## src/rtl/core/cssr_ram.sv

```systemverilog
// Generic single-write, single-read RAM with registered read data.
module cssr_ram #(
  parameter int unsigned Width = 8,
  parameter int unsigned Depth = 16,
  localparam int unsigned AddrW = (Depth > 1) ? $clog2(Depth) : 1
) (
  input  logic             clk_i,
  input  logic             we_i,
  input  logic [AddrW-1:0] waddr_i,
  input  logic [Width-1:0] wdata_i,
  input  logic [AddrW-1:0] raddr_i,
  output logic [Width-1:0] rdata_o
);

  logic [Width-1:0] mem [Depth];

  always_ff @(posedge clk_i) begin
    if (we_i) begin
      mem[waddr_i] <= wdata_i;
    end
    rdata_o <= mem[raddr_i];
  end

endmodule

```

## config.mk

```make
export PLATFORM = sky130hd
export DESIGN_NAME = cssr_ram
export DESIGN_NICKNAME = d
export VERILOG_FILES = /design/src/rtl/core/cssr_ram.sv
export SDC_FILE = /design/constraint.sdc
export NUM_CORES = 1
export LEC_CHECK = 0
export BUFFER_PORTS_ARGS = -buffer_cell sky130_fd_sc_hd__buf_4
export CAP_MARGIN = 20
export CORE_MARGIN = 2
export CORE_UTILIZATION = 40
export CTS_CLUSTER_DIAMETER = 30
export CTS_CLUSTER_SIZE = 20
export DETAILED_ROUTE_END_ITERATION = 6
export GPL_ROUTABILITY_DRIVEN = 0
export PLACE_DENSITY = 0.6
export SYNTH_ARGS = -nofsm -noshare
export SYNTH_HDL_FRONTEND = slang
export SYNTH_SLANG_ARGS = --single-unit
```

## constraint.sdc

```tcl
create_clock -name clk_i -period 1.99 [get_ports clk_i]
set_clock_uncertainty 0.2 [all_clocks]
set_input_delay 0.199 -clock clk_i [delete_from_list [all_inputs] [get_ports clk_i]]
set_output_delay 0.199 -clock clk_i [all_outputs]
set_load 0.05 [all_outputs]
```

# After elaboration in Yosys (flattened, before gate mapping)
# Memory sizes are Yosys's and may differ from the RTL's. A register that Yosys moved wholly into a read port is not among the register bits.
# Index checks and enable logic that the tools add are counted.
word_totals:
  regBits: 0
  ramBits: 128
  input_bits: 18
  out_inout_bits: 8
  wordCells: 3
  mem_count: 1
op_classes:
  mux: 2
memory_table:
  columns: ["name", "words", "width", "read_ports", "rd_ports_with_merged_regs", "wr", "line_no", "source"]
  rows:
  - ["mem", 16, 8, 1, 1, 1, "15", "logic [Width-1:0] mem [Depth];"]
op_table:
  columns: ["cell", "count"]
  rows:
  - ["2-to-1 mux 1 bit", 2]

# Logic depth before layout (Yosys ltp)
depth:
  ltp_word: 2
  depth_mapped: 5
  ltp_nobuf: 3

# Worst setup path before layout
# OpenSTA, ideal clock, no wires.
synth_path:
  kind: "input port to flip-flop"
  from: "input waddr_i[2]"
  to: "memory mem[0][0] (enable)"
  setup_ps: 383
  t_arrival_ps: 1309
  required_ps: 1407
  slack_ps: 98
  path_stages: 2
  path_buffers: 0
  path_cell_list: "or3b_2 -> nor3_1"
synth_rtl:
  columns: ["item", "line_no", "source"]
  rows:
  - ["from (decl)", "9", "input logic [AddrW-1:0] waddr_i,"]
  - ["to (decl)", "15", null]
# No word-level cell before the write port.

==> out/metrics.cfg <==
[timing]
min_period_ns=1.589
timing.setup.tns_ns=0
grt_setup_unrepaired=no
tightest_slew_ns=0.4051
slew_violations=0
finalHoldViolCount=0
layout_setup_ws_ns=0.4013
max_freq_ghz=0.6294
period_share_pct=79.83
max_slew_margin_pct=72.99
setup_viol=0

[final_layout]
diodes=0
num-nets-final=311
drive_gt1_share_pct=30.07
syn_to_final_growth_pct=22.02
design_area_um2=6281

[setup_path]
crit_fanout=1
cp_slowest_cell=mux4_2
r2r_end=rdata_o[7]
crit_chain=mux4_2 -> a22oi_1 -> nand2_1
crit_family=multiplexers
crit_buf_inv=0
cp.arrival_ns=1.67
r2r_start=mem[9][7]
cp_slowest_stage_delay_ns=0.45
worstPathRequired_ns=2.07
critical_path_class=register to register
cp.depth=3
reg2reg_depth=3
r2r_slack_ns=0.40
startpoint=mem[9][7]
startpoint_type=register
worst_setup_path_end_kind=register

[worst_hold_path]
hp-class=input port to register
min_to=mem[0][1]
hold_depth=3
hp-start=waddr_i[0]

[synthesis]
synth.top_cell.area_share_pct=74.67
synth_compound_gate_area_share_pct=2.333
syn_inst=229
ys_async_sr_fraction_pct=0
synth_top_area_cell=edfxtp_1
syn-cell-area_um2=5147
synth_flop_cell=edfxtp_1
yosysMostFrequentCell=edfxtp_1
synth_edf_count=128
synthMuxAreaShare_pct=15.02
ys_top_cells_by_count=edfxtp_1, mux4_2, a22oi_1, mux4_1, nor2_1
synthAdderAreaFrac_pct=0
yosys.area_share.xor_xnor_pct=0
synth_top_family_by_area=multiplexers
synth_area_per_cell_um2=22.48
netlist_top_cells_area=edfxtp_1, mux4_2, mux4_1
ys_warn_count=0
ys_ff_latch=136
synth_fp_nets=247
ys_seq_area_share_pct=77.78
synthSimpleGateAreaFrac_pct=3.184
synth.distinct_cells=19

[clock_network]
cts_root_buf=clkbuf_16
clkSinkCount=136
cts.clk_slew.worst_paths_ns=0.06
worstSkewPairLatency_ns=0.41
cts_setup_buffers=0
ctsResizeCount=0
cts_tree=done
cts.path.max_buffers=2
cts_buffers=17
htreeDepth=4

[floorplan]
die_y_um=117.4
core_um2=12570
ioPinCount=26
row_count=41
initial_core_util_pct=40.96
dieArea_um2=13790
fp.dieW_um=117.4

[detailed_routing]
ant_nets=0
drt-initial-drc-count=210
route.vias.total=2420
routed_wl_um=9825
viasPerCell=5.063
dr.pass1.iters=5
routedWlPerCell_um=20.55
drcViolationCount=0

[pwr]
power.leakage_nw=2.133
ir_worst_vdd_uv=652.0
powerDensity_nw_per_um2=1024

[placement]
portBuffers=25
dp_slack_ns=0.1741
placedInstanceArea_um2=5667
place_hpwl_um=6175

[global_route]
overflow=0
grt_max_degree=20
grt_usage_pct=15.36
antenna_found_initial=0
first_global_vias=2481
grt_pass1_wl_um=14970

[flow_run]
drv_cap=0

[run_status]
status=finished clean

## report_power, final
part           internal (mW)  switching [mW]  total, mW
registers               3.20          0.0209       3.22
clock network           1.72            1.08       2.81
logic                  0.167           0.230      0.397
total                   5.09            1.33       6.43
## per-stage QoR
stage / std cells / util [%] / total power [mW] / hold slack, ns
floorplan: 229 / - / 3.505 / 0.09787
global placement: 438 / 45.09 / 3.666 / 0.2956
detailed placement: 438 / 45.09 / 3.677 / 0.3179
CTS: 478 / 49.98 / 6.484 / 0.09424
global route: 478 / 49.98 / 6.631 / 0.1045
finish: 478 / 49.98 / 6.429 / 0.1083
## worst max path at each step
stage	to	slack, ns
2_1_floorplan	mem[0][0]	0.1
3_3_place_gp	rdata_o[7]	0.17
3_5_place_dp	rdata_o[7]	0.17
4_1_cts	rdata_o[7]	0.36
5_1_grt	rdata_o[7]	0.34
6_report	rdata_o[7]	0.40
## what timing repair did
item | 4_1_cts | 5_1_grt
endpoints found under the hold margin | 128 | 0
hold buffers | 8 | 0
setup endpoints to repair | 0 | 0
## tightest hold or removal path, delay by kind of cell
family	cells	cell delay [ns]
and+or+nand+nor	1	0.05
buffers and inverters	2	0.28
## sequential cells by signal, summed over array words and instances, names as in the netlist
signal / cells
mem: 128
rdata_o: 8
## final cells by class
type                            instances  area, um^2
Sequential cell                       136        4004
Timing Repair Buffer                   55       470.5
Clock inverter                         11       83.83
Tap cell                              172       215.2
Clock buffer                           21       450.4
Multi-Input combinational cell         83        1057
Fill cell                            1024        6287
## cell families (layout without fill, tap and decap cells)
family / count (synthesis) / after routing
and+or+nand+nor: 35 / 35
buffers and inverters: 10 / 87
AOI/OAI and AO/OA: 16 / 16
muxes: 32 / 32
DFF: 136 / 136
## metal layers
layer / part of all wire, % / global-route usage [%] / vias up / routed length [um]
li1: - / - / 1099 / -
met1: 44 / 20.26 / 1240 / 4322
met2: 48 / 23.46 / 65 / 4765
met3: 5.4 / 4.280 / 16 / 530
met4: 2.1 / 7.907 / 0 / 206
met5: 0 / 0 / - / 0
## placed cells by master (no fill, tap or decap), types with 2 or more instances in the layout
| cell | Yosys | final |
|---|---|---|
| nand2_1 | 9 | 9 |
| nor2_1 | 13 | 13 |
| mux4_1 | 14 | 14 |
| dfxtp_1 | 8 | 8 |
| dlygate4sd3_1 | 0 | 8 |
| clkinv_1 | 0 | 3 |
| clkinvlp_4 | 0 | 3 |
| edfxtp_1 | 128 | 128 |
| buf_12 | 0 | 3 |
| buf_4 | 1 | 44 |
| clkinv_2 | 0 | 4 |
| clkbuf_16 | 0 | 17 |
| nand3b_1 | 2 | 2 |
| mux4_2 | 18 | 18 |
| nor3_1 | 4 | 4 |
| a22oi_1 | 16 | 16 |
| clkbuf_1 | 0 | 3 |
| nand2b_1 | 2 | 2 |
(Power assumes the default switching activity.)
